[src/lpg_pkg.sv]
// Shared types, codes and the breathe duty table of the LED pattern generator.
package lpg_pkg;

   localparam int IDX_BITS    = 7;
   localparam int MS_BITS     = 16;
   localparam int DUTY_BITS   = 7;
   localparam int ROM_LEN     = 65;
   localparam int CSR_IDX_BITS = 3;

   localparam logic [2:0] CMD_TICK    = 3'd0;
   localparam logic [2:0] CMD_WRITE   = 3'd1;
   localparam logic [2:0] CMD_TOGGLE  = 3'd2;
   localparam logic [2:0] CMD_READ    = 3'd3;
   localparam logic [2:0] CMD_BREATHE = 3'd4;
   localparam logic [2:0] CMD_BLINK   = 3'd5;

   localparam logic [1:0] STATUS_OK      = 2'd0;
   localparam logic [1:0] STATUS_INVALID = 2'd1;
   localparam logic [1:0] STATUS_NODEV   = 2'd2;

   localparam logic [CSR_IDX_BITS-1:0] CSR_LED_BOUND    = 3'd0;
   localparam logic [CSR_IDX_BITS-1:0] CSR_INVERT_DUTY  = 3'd1;
   localparam logic [CSR_IDX_BITS-1:0] CSR_BLINK_ON     = 3'd2;
   localparam logic [CSR_IDX_BITS-1:0] CSR_BLINK_OFF    = 3'd3;
   localparam logic [CSR_IDX_BITS-1:0] CSR_BREATHE_STEP = 3'd4;

   localparam logic [DUTY_BITS-1:0] DUTY_FULL = 7'd100;

   localparam logic [DUTY_BITS-1:0] DUTY_ROM [ROM_LEN] = '{
      7'd0,  7'd0,  7'd1,  7'd2,  7'd4,  7'd6,  7'd8,  7'd11, 7'd15, 7'd18, 7'd22,
      7'd26, 7'd31, 7'd35, 7'd40, 7'd45, 7'd50, 7'd55, 7'd60, 7'd65, 7'd69, 7'd74,
      7'd78, 7'd82, 7'd85, 7'd89, 7'd92, 7'd94, 7'd96, 7'd98, 7'd99, 7'd100,
      7'd100, 7'd100, 7'd99, 7'd98, 7'd96, 7'd94, 7'd92, 7'd89, 7'd85, 7'd82,
      7'd78, 7'd74, 7'd69, 7'd65, 7'd60, 7'd55, 7'd50, 7'd45, 7'd40, 7'd35,
      7'd31, 7'd26, 7'd22, 7'd18, 7'd15, 7'd11, 7'd8,  7'd6,  7'd4,  7'd2,
      7'd1,  7'd0,  7'd0
   };

   typedef enum logic [2:0] {
      MODE_STEADY  = 3'b001,
      MODE_BREATHE = 3'b010,
      MODE_BLINK   = 3'b100
   } mode_type;

   typedef struct packed {
      logic               led_bound;
      logic               invert_duty;
      logic [MS_BITS-1:0] blink_on_ms;
      logic [MS_BITS-1:0] blink_off_ms;
      logic [MS_BITS-1:0] breathe_step_ms;
   } cfg_type;

   typedef struct packed {
      logic [2:0] cmd;
      logic       write_value;
   } item_type;

   typedef struct packed {
      logic [1:0]           status;
      logic                 duty_update;
      logic [DUTY_BITS-1:0] raw_duty_percent;
      logic                 led_on;
   } result_type;

endpackage

[src/lpg_csr.sv]
// Configuration register file of the LED pattern generator.
module lpg_csr
   import lpg_pkg::*;
(
   input  logic                    clock,
   input  logic                    reset,
   input  logic                    csr_valid,
   input  logic [CSR_IDX_BITS-1:0] csr_index,
   input  logic [MS_BITS-1:0]      csr_wdata,
   output cfg_type                 cfg
);

   cfg_type cfg_ff;
   cfg_type cfg_in;

   always_comb begin
      cfg_in = cfg_ff;
      if (csr_valid) begin
         unique case (csr_index)
            CSR_LED_BOUND:    cfg_in.led_bound       = csr_wdata[0];
            CSR_INVERT_DUTY:  cfg_in.invert_duty     = csr_wdata[0];
            CSR_BLINK_ON:     cfg_in.blink_on_ms     = csr_wdata;
            CSR_BLINK_OFF:    cfg_in.blink_off_ms    = csr_wdata;
            CSR_BREATHE_STEP: cfg_in.breathe_step_ms = csr_wdata;
            default:          cfg_in = cfg_ff;
         endcase
      end
   end

   always_ff @(posedge clock) begin
      if (reset) begin
         cfg_ff.led_bound       <= 1'b1;
         cfg_ff.invert_duty     <= 1'b0;
         cfg_ff.blink_on_ms     <= 16'd500;
         cfg_ff.blink_off_ms    <= 16'd500;
         cfg_ff.breathe_step_ms <= 16'd31;
      end else begin
         cfg_ff <= cfg_in;
      end
   end

   assign cfg = cfg_ff;

endmodule

[src/lpg_engine.sv]
// Pattern state registers and the per-item next-state and result logic.
module lpg_engine
   import lpg_pkg::*;
#(
   parameter int BREATHE_STEPS = 65,
   parameter int TIMER_BITS    = 16
) (
   input  logic       clock,
   input  logic       reset,
   input  logic       fire,
   input  item_type   item,
   input  cfg_type    cfg,
   output result_type result
);

   localparam logic [IDX_BITS-1:0] LAST_IDX = IDX_BITS'(BREATHE_STEPS - 1);
   localparam logic [31:0] TIMER_MAX = 32'((64'd1 << TIMER_BITS) - 64'd1);

   mode_type              mode_ff, mode_in;
   logic [IDX_BITS-1:0]   index_ff, index_in;
   logic                  phase_ff, phase_in;
   logic [TIMER_BITS-1:0] rem_ff, rem_in;
   logic                  lit_ff, lit_in;

   logic                  drive_en;
   logic [DUTY_BITS-1:0]  drive_level;
   logic [DUTY_BITS-1:0]  rom_level;
   logic [MS_BITS-1:0]    load_ms;
   logic [TIMER_BITS-1:0] load_val;
   logic [1:0]            status;

   // Countdown reload saturates when the timer is narrower than the register.
   always_comb begin
      if (32'(load_ms) > TIMER_MAX) begin
         load_val = TIMER_BITS'(TIMER_MAX);
      end else begin
         load_val = TIMER_BITS'(32'(load_ms));
      end
   end

   assign rom_level = (32'(index_ff) < 32'(ROM_LEN)) ? DUTY_ROM[index_ff] : '0;

   always_comb begin
      mode_in     = mode_ff;
      index_in    = index_ff;
      phase_in    = phase_ff;
      rem_in      = rem_ff;
      drive_en    = 1'b0;
      drive_level = '0;
      load_ms     = cfg.breathe_step_ms;
      status      = STATUS_OK;
      case (item.cmd)
         CMD_TICK: begin
            unique case (mode_ff)
               MODE_STEADY: mode_in = MODE_STEADY;
               MODE_BREATHE: begin
                  if (rem_ff > TIMER_BITS'(1)) begin
                     rem_in = rem_ff - TIMER_BITS'(1);
                  end else begin
                     index_in    = (index_ff == LAST_IDX) ? '0 : index_ff + IDX_BITS'(1);
                     load_ms     = cfg.breathe_step_ms;
                     rem_in      = load_val;
                     drive_en    = 1'b1;
                     drive_level = rom_level;
                  end
               end
               MODE_BLINK: begin
                  if (rem_ff > TIMER_BITS'(1)) begin
                     rem_in = rem_ff - TIMER_BITS'(1);
                  end else begin
                     phase_in    = !phase_ff;
                     load_ms     = phase_ff ? cfg.blink_off_ms : cfg.blink_on_ms;
                     rem_in      = load_val;
                     drive_en    = 1'b1;
                     drive_level = phase_ff ? '0 : DUTY_FULL;
                  end
               end
               default: mode_in = MODE_STEADY;
            endcase
         end
         CMD_WRITE: begin
            mode_in     = MODE_STEADY;
            drive_en    = 1'b1;
            drive_level = item.write_value ? DUTY_FULL : '0;
         end
         CMD_TOGGLE: begin
            mode_in     = MODE_STEADY;
            drive_en    = 1'b1;
            drive_level = lit_ff ? '0 : DUTY_FULL;
         end
         CMD_BREATHE: begin
            mode_in  = MODE_BREATHE;
            index_in = '0;
            phase_in = 1'b0;
            rem_in   = '0;
            drive_en = 1'b1;
         end
         CMD_BLINK: begin
            if (cfg.blink_on_ms == '0 || cfg.blink_off_ms == '0) begin
               status = STATUS_INVALID;
            end else begin
               mode_in     = MODE_BLINK;
               index_in    = '0;
               phase_in    = 1'b1;
               load_ms     = cfg.blink_on_ms;
               rem_in      = load_val;
               drive_en    = 1'b1;
               drive_level = DUTY_FULL;
            end
         end
         default: status = STATUS_OK;
      endcase
   end

   // An unbound indicator still advances the pattern but issues no duty.
   always_comb begin
      lit_in                  = lit_ff;
      result.status           = status;
      result.duty_update      = 1'b0;
      result.raw_duty_percent = '0;
      if (drive_en) begin
         if (!cfg.led_bound) begin
            result.status = STATUS_NODEV;
         end else begin
            lit_in                  = (drive_level != '0);
            result.duty_update      = 1'b1;
            result.raw_duty_percent = cfg.invert_duty ? DUTY_FULL - drive_level : drive_level;
         end
      end
      result.led_on = lit_in;
   end

   always_ff @(posedge clock) begin
      if (reset) begin
         mode_ff  <= MODE_STEADY;
         index_ff <= '0;
         phase_ff <= 1'b0;
         rem_ff   <= '0;
         lit_ff   <= 1'b0;
      end else if (fire) begin
         mode_ff  <= mode_in;
         index_ff <= index_in;
         phase_ff <= phase_in;
         rem_ff   <= rem_in;
         lit_ff   <= lit_in;
      end
   end

endmodule

[src/led_pattern_generator.sv]
// Throughput: one item per cycle while rsp_tready does not stall the output; the input register and the result register
// form a two-stage pipeline, with the pattern state updated in the second stage.
// Reset (synchronous, active high) puts the engine in steady mode with the LED
// off, restores the default configuration and empties both stages.
// Configuration writes are taken every cycle.
module led_pattern_generator
   import lpg_pkg::*;
#(
   parameter int BREATHE_STEPS = 65,
   parameter int TIMER_BITS    = 16
) (
   input  logic                    clock,
   input  logic                    reset,
   input  logic                    req_tvalid,
   output logic                    req_tready,
   input  logic [7:0]              req_tdata,  // cmd[2:0], write_value[3], zero[7:4]
   output logic                    rsp_tvalid,
   input  logic                    rsp_tready,
   output logic [15:0]             rsp_tdata,  // status[1:0], duty_update[2],
                                               // raw_duty_percent[9:3], led_on[10], zero[15:11]
   input  logic                    csr_valid,
   output logic                    csr_ready,
   input  logic [CSR_IDX_BITS-1:0] csr_index,
   input  logic [MS_BITS-1:0]      csr_wdata
);

   cfg_type    cfg;
   item_type   item_ff, item_in;
   logic       item_valid_ff, item_valid_in;
   result_type result;
   result_type rsp_ff;
   logic       rsp_valid_ff, rsp_valid_in;
   logic       fire;

   lpg_csr u_csr (
      .clock     (clock),
      .reset     (reset),
      .csr_valid (csr_valid),
      .csr_index (csr_index),
      .csr_wdata (csr_wdata),
      .cfg       (cfg)
   );

   lpg_engine #(
      .BREATHE_STEPS (BREATHE_STEPS),
      .TIMER_BITS    (TIMER_BITS)
   ) u_engine (
      .clock  (clock),
      .reset  (reset),
      .fire   (fire),
      .item   (item_ff),
      .cfg    (cfg),
      .result (result)
   );

   assign csr_ready  = 1'b1;
   assign fire       = item_valid_ff && (!rsp_valid_ff || rsp_tready);
   assign req_tready = !item_valid_ff || fire;

   always_comb begin
      item_valid_in = item_valid_ff;
      item_in       = item_ff;
      if (req_tready) begin
         item_valid_in     = req_tvalid;
         item_in.cmd       = req_tdata[2:0];
         item_in.write_value = req_tdata[3];
      end
      rsp_valid_in = rsp_valid_ff;
      if (fire) begin
         rsp_valid_in = 1'b1;
      end else if (rsp_tready) begin
         rsp_valid_in = 1'b0;
      end
   end

   always_ff @(posedge clock) begin
      if (reset) begin
         item_valid_ff <= 1'b0;
         rsp_valid_ff  <= 1'b0;
      end else begin
         item_valid_ff <= item_valid_in;
         rsp_valid_ff  <= rsp_valid_in;
      end
   end

   always_ff @(posedge clock) begin
      item_ff <= item_in;
      if (fire) begin
         rsp_ff <= result;
      end
   end

   assign rsp_tvalid = rsp_valid_ff;
   assign rsp_tdata  = {5'b0, rsp_ff.led_on, rsp_ff.raw_duty_percent,
                        rsp_ff.duty_update, rsp_ff.status};

endmodule
[config.mk]
export PLATFORM = sky130hd
export DESIGN_NAME = led_pattern_generator
export DESIGN_NICKNAME = d
export VERILOG_FILES = /design/src/lpg_pkg.sv /design/src/lpg_csr.sv /design/src/lpg_engine.sv /design/src/led_pattern_generator.sv
export SDC_FILE = /design/constraint.sdc
export NUM_CORES = 1
export LEC_CHECK = 0
export ABC_CLOCK_PERIOD_IN_PS = 3000
export BUFFER_PORTS_ARGS = -buffer_cell sky130_fd_sc_hd__buf_2
export CELL_PAD_IN_SITES_DETAIL_PLACEMENT = 1
export CELL_PAD_IN_SITES_GLOBAL_PLACEMENT = 1
export CORE_UTILIZATION = 25
export DETAILED_ROUTE_END_ITERATION = 12
export MAX_ROUTING_LAYER = met4
export PLACE_DENSITY_LB_ADDON = 0.1
export SETUP_SLACK_MARGIN = 0.1
export SLEW_MARGIN = 25
export SYNTH_ARGS = -nofsm -noshare
export SYNTH_HDL_FRONTEND = slang
export SYNTH_SLANG_ARGS = --single-unit
[constraint.sdc]
create_clock -name clock -period 3 [get_ports clock]
set_input_delay 0.15 -clock clock [delete_from_list [all_inputs] [get_ports clock]]
set_output_delay 0.15 -clock clock [all_outputs]
set_load 0.05 [all_outputs]
==> flow_summary.rst <==
.. list-table::
   :header-rows: 1

   * - Metric
     - Value
   * - Cell-by-cell listing of the critical path
     - inv_1, ha_1, mux4_2, o21ai_0, o2111ai_1, ha_1, nand2_1, nor3_1, a211oi_2, mux2i_1
   * - CTS clock-pin slew for the worst setup and hold paths
     - ~0.080 ns
   * - Warnings, synthesis
     - 0
   * - Root buffer selected by CTS
     - clkbuf_16
   * - Overall overflow remaining after global route
     - 0
   * - Area delta synth->final
     - 17.6%
   * - Crit Path Class
     - register to register
   * - Dominant cells by area after synthesis
     - dfxtp_1, nand2_1, edfxtp_1
   * - Worst path buffer plus inverter count
     - 1
   * - Post-Layout Cell Count
     - 1054
   * - Count of filler cells inserted in the layout
     - 2655
   * - # nets final
     - 816
   * - Number of detailed-routing iterations run before antenna repair
     - 4
   * - Top-level port count
     - 51
   * - Die Y
     - 153 µm
   * - Number of clock buffers inserted by TritonCTS
     - 9
   * - Minimum setup slack in the final design
     - 0.275 ns
   * - Routed wirelength normalized by instance count
     - approximately 18 µm
   * - TNS Setup
     - 0 ns
   * - Most used flip-flop cell after synthesis
     - dfxtp_1
   * - WHS
     - 0.0229 ns
   * - Fraction of final layout cells sized beyond drive strength 1
     - 0.150
   * - Worst Path Arrival
     - about 2.9 ns
   * - Area share of the largest cell type after synthesis
     - 0.280
   * - Slowest cell delay on critical path
     - 0.47 ns
   * - Min-Delay Path Class
     - input port to register
   * - Count of mapped cells out of synthesis
     - around 730
   * - Endpoint of the most critical register-to-register path
     - rsp_tdata[9]$_SDFFCE_PN0P_
   * - Horizontal die dimension
     - 153 µm
   * - Effective utilization at floorplan
     - 0.259
   * - Min-Delay Endpoint
     - u_csr.cfg[3]$_SDFFE_PP1P_
   * - Pin count of the biggest net entering global routing
     - slightly below 50
   * - Setup fix buffers added after clock tree synthesis
     - 0
   * - Post-synth ARST share
     - 0
   * - Final-report max-slew violation count
     - 0
   * - Syn Std Cell Area
     - 5720 µm²
   * - Input/output buffers
     - 40
   * - Worst flop-to-flop path startpoint
     - u_engine.index_ff[0]$_SDFFE_PP0P_
   * - Crit. End Element
     - register
   * - Run status
     - finished, final reports clean
   * - Post-detailed-route count of antenna-violating nets
     - 0
   * - Sort of element at the start of the critical path
     - register
   * - Die Footprint
     - 23500 µm²
   * - Global-route total usage across every layer
     - 0.175
   * - Sink count of the clock tree
     - 95
   * - Cell Pwr Density
     - 475 nW/µm²
   * - Post-placement cell area
     - 6360 µm²
   * - Final Cell Area
     - 6720 µm²
   * - Floorplan row count
     - 54
   * - Highest fanout seen on the critical path
     - 5
   * - DR vias
     - between 5k and 6k
   * - Number of hold violations in the final report
     - 0
   * - Unrepaired setup endpoints after global routing
     - true
   * - Global placer's final weighted congestion
     - 0.847
   * - Maximum clock frequency
     - 0.367 GHz
   * - Worst path required time
     - 3.21 ns
   * - Standard cell with the maximum stage delay on the critical path
     - mux4_2
   * - Most numerous cell on the critical path
     - ha_1
   * - Mean instance size in the synthesized netlist
     - 7.89 µm²
   * - Count of antenna diodes in the layout
     - 0
   * - Number of flops mapped to enable cells by yosys
     - 15
   * - Latest clock arrival within the worst-skew pair
     - around 0.36 ns
   * - Clock tree buffer depth
     - 2
   * - Starting DRT DRC Count
     - 219
   * - List of most frequent post-synthesis cells
     - nand2_1, dfxtp_1, nor2_1
   * - Final count of negative-setup-slack endpoints
     - 0
   * - Std-Cell Core Area
     - 22100 µm²
   * - Top Family by Delay on Critical Path
     - multiplexers
   * - Post-placement setup slack
     - roughly 0.16 ns
   * - Leakage power figure
     - roughly 2.5 nW
   * - Pwr Total
     - 3.20 mW
   * - Tmin final
     - 2.72 ns
   * - Final period util
     - 0.908
   * - Number of max-capacitance violations reported
     - 0
   * - Htree depth
     - 3
   * - Total length of routed wires
     - 19.3 mm
   * - Inst Count DP
     - 1033
   * - Startpoint of the tightest hold check path
     - csr_wdata[3]
   * - Hold path depth
     - 3
   * - Register-to-register path setup slack
     - around 0.28 ns
   * - Remaining max-slew budget at the tightest pin
     - 0.389
   * - Measured slew at the worst slew-check pin
     - 0.915 ns
   * - Largest clock skew in the final design
     - 0.0119 ns
   * - Global-route wire length before repair
     - 31.2 mm
   * - VDD IR max
     - 0.237 mV
   * - Launching instance or port of the critical path
     - u_engine.index_ff[0]$_SDFFE_PP0P_
   * - Initial antenna violation count
     - 0
   * - Placed wire-length estimate after detailed placement
     - ~14 mm
   * - Cell type contributing the most total cell area after synthesis
     - dfxtp_1
   * - Vias per cell
     - 5.17
   * - Path depth of the worst reg2reg path
     - 10
   * - Residual DRC count
     - 0
   * - Number of global-route vias before repair
     - 5473
   * - Part of the Yosys area used for sequential elements
     - 0.359
   * - CTS tree
     - yes
   * - Post-synthesis register bit count
     - 95
   * - Number of distinct library cells after synthesis
     - 70
   * - Most frequently used cell type in the post-synthesis netlist
     - nand2_1
   * - Utilization after layout
     - 0.304
final cells by class:
cell class	count	area, µm²	share of cell area
Clock buffer	9	225	0.0335
Clock inverter	7	73.8	0.0110
Inverter	14	52.6	0.00782
Multi-Input combinational cell	567	3430	0.510
Sequential cell	95	2050	0.305
Tap cell	280	350	0.0521
Timing Repair Buffer	82	541	0.0804
worst max-delay path by stage:
| stage | end | slack (ns) | depth (start not counted) |
|---|---|---|---|
| finish | rsp_tdata[9]$_SDFFCE_PN0P_ | 0.28 | 10 |
| global route | rsp_tdata[9]$_SDFFCE_PN0P_ | 0.09 | 9 |
| CTS | rsp_tdata[9]$_SDFFCE_PN0P_ | 0.11 | 8 |
| detailed placement | rsp_tdata[9]$_SDFFCE_PN0P_ | 0.16 | 8 |
| global placement | rsp_tdata[9]$_SDFFCE_PN0P_ | 0.15 | 8 |
| floorplan | rsp_tdata[9]$_SDFFCE_PN0P_ | 0.17 | 11 |
registers in the layout (all words and copies together) (netlist names):
register           cells
u_engine.phase_ff      1
u_engine.lit_ff        1
u_csr.cfg             50
u_engine.index_ff      7
u_engine.rem_ff       16
item_ff                4
u_engine.mode_ff       3
rsp_tdata             11
rsp_tvalid             1
item_valid_ff          1
cell usage in the layout (no fill, tap or decap), types with 15 or more instances in the layout:
cell / count
nand2_1: 151
dfxtp_1: 80
nor2_1: 71
a21oi_1: 61
buf_2: 40
buf_4: 36
mux2i_1: 25
o21ai_0: 21
nand3b_1: 19
ha_1: 15
edfxtp_1: 15
worst min-delay path, delay by kind of cell:
| kind | cells | cell delay (ns) |
|---|---|---|
| buf+inv | 1 | 0.10 |
| simple gates | 2 | 0.12 |
power by group:
part / switching (mW) / leakage, nW / total [mW] / internal [mW]
sequential: 0.0403 / 0.798 / 1.38 / 1.34
combinational: 0.385 / 1.51 / 0.613 / 0.229
clock: 0.612 / 0.149 / 1.21 / 0.594
cell families after synthesis:
group	Yosys count	share of synthesized area
xor gates and xnor gates	21	0.0322
buffers and inverters	67	0.0499
AOI/OAI and AO/OA	169	0.198
other	2	0.00131
DFF	95	0.359
muxes	27	0.0497
adders and majority gates	15	0.0328
and+or+nand+nor	329	0.277
routing by layer:
metal	track usage	routed length [µm]	vias to the layer above
met4	0.0601	376	0
li1	-	-	2637
met3	0.0230	567	24
met1	0.228	9520	2691
met5	-	0	-
met2	0.279	8850	97
what timing repair did:
item	4_1_cts	5_1_grt
gates resized for setup	0	5
hold buffers	5	0
setup endpoints to repair	0	6
endpoints found under the hold margin	5	0
No activity file was read; power rests on OpenSTA's default activity.
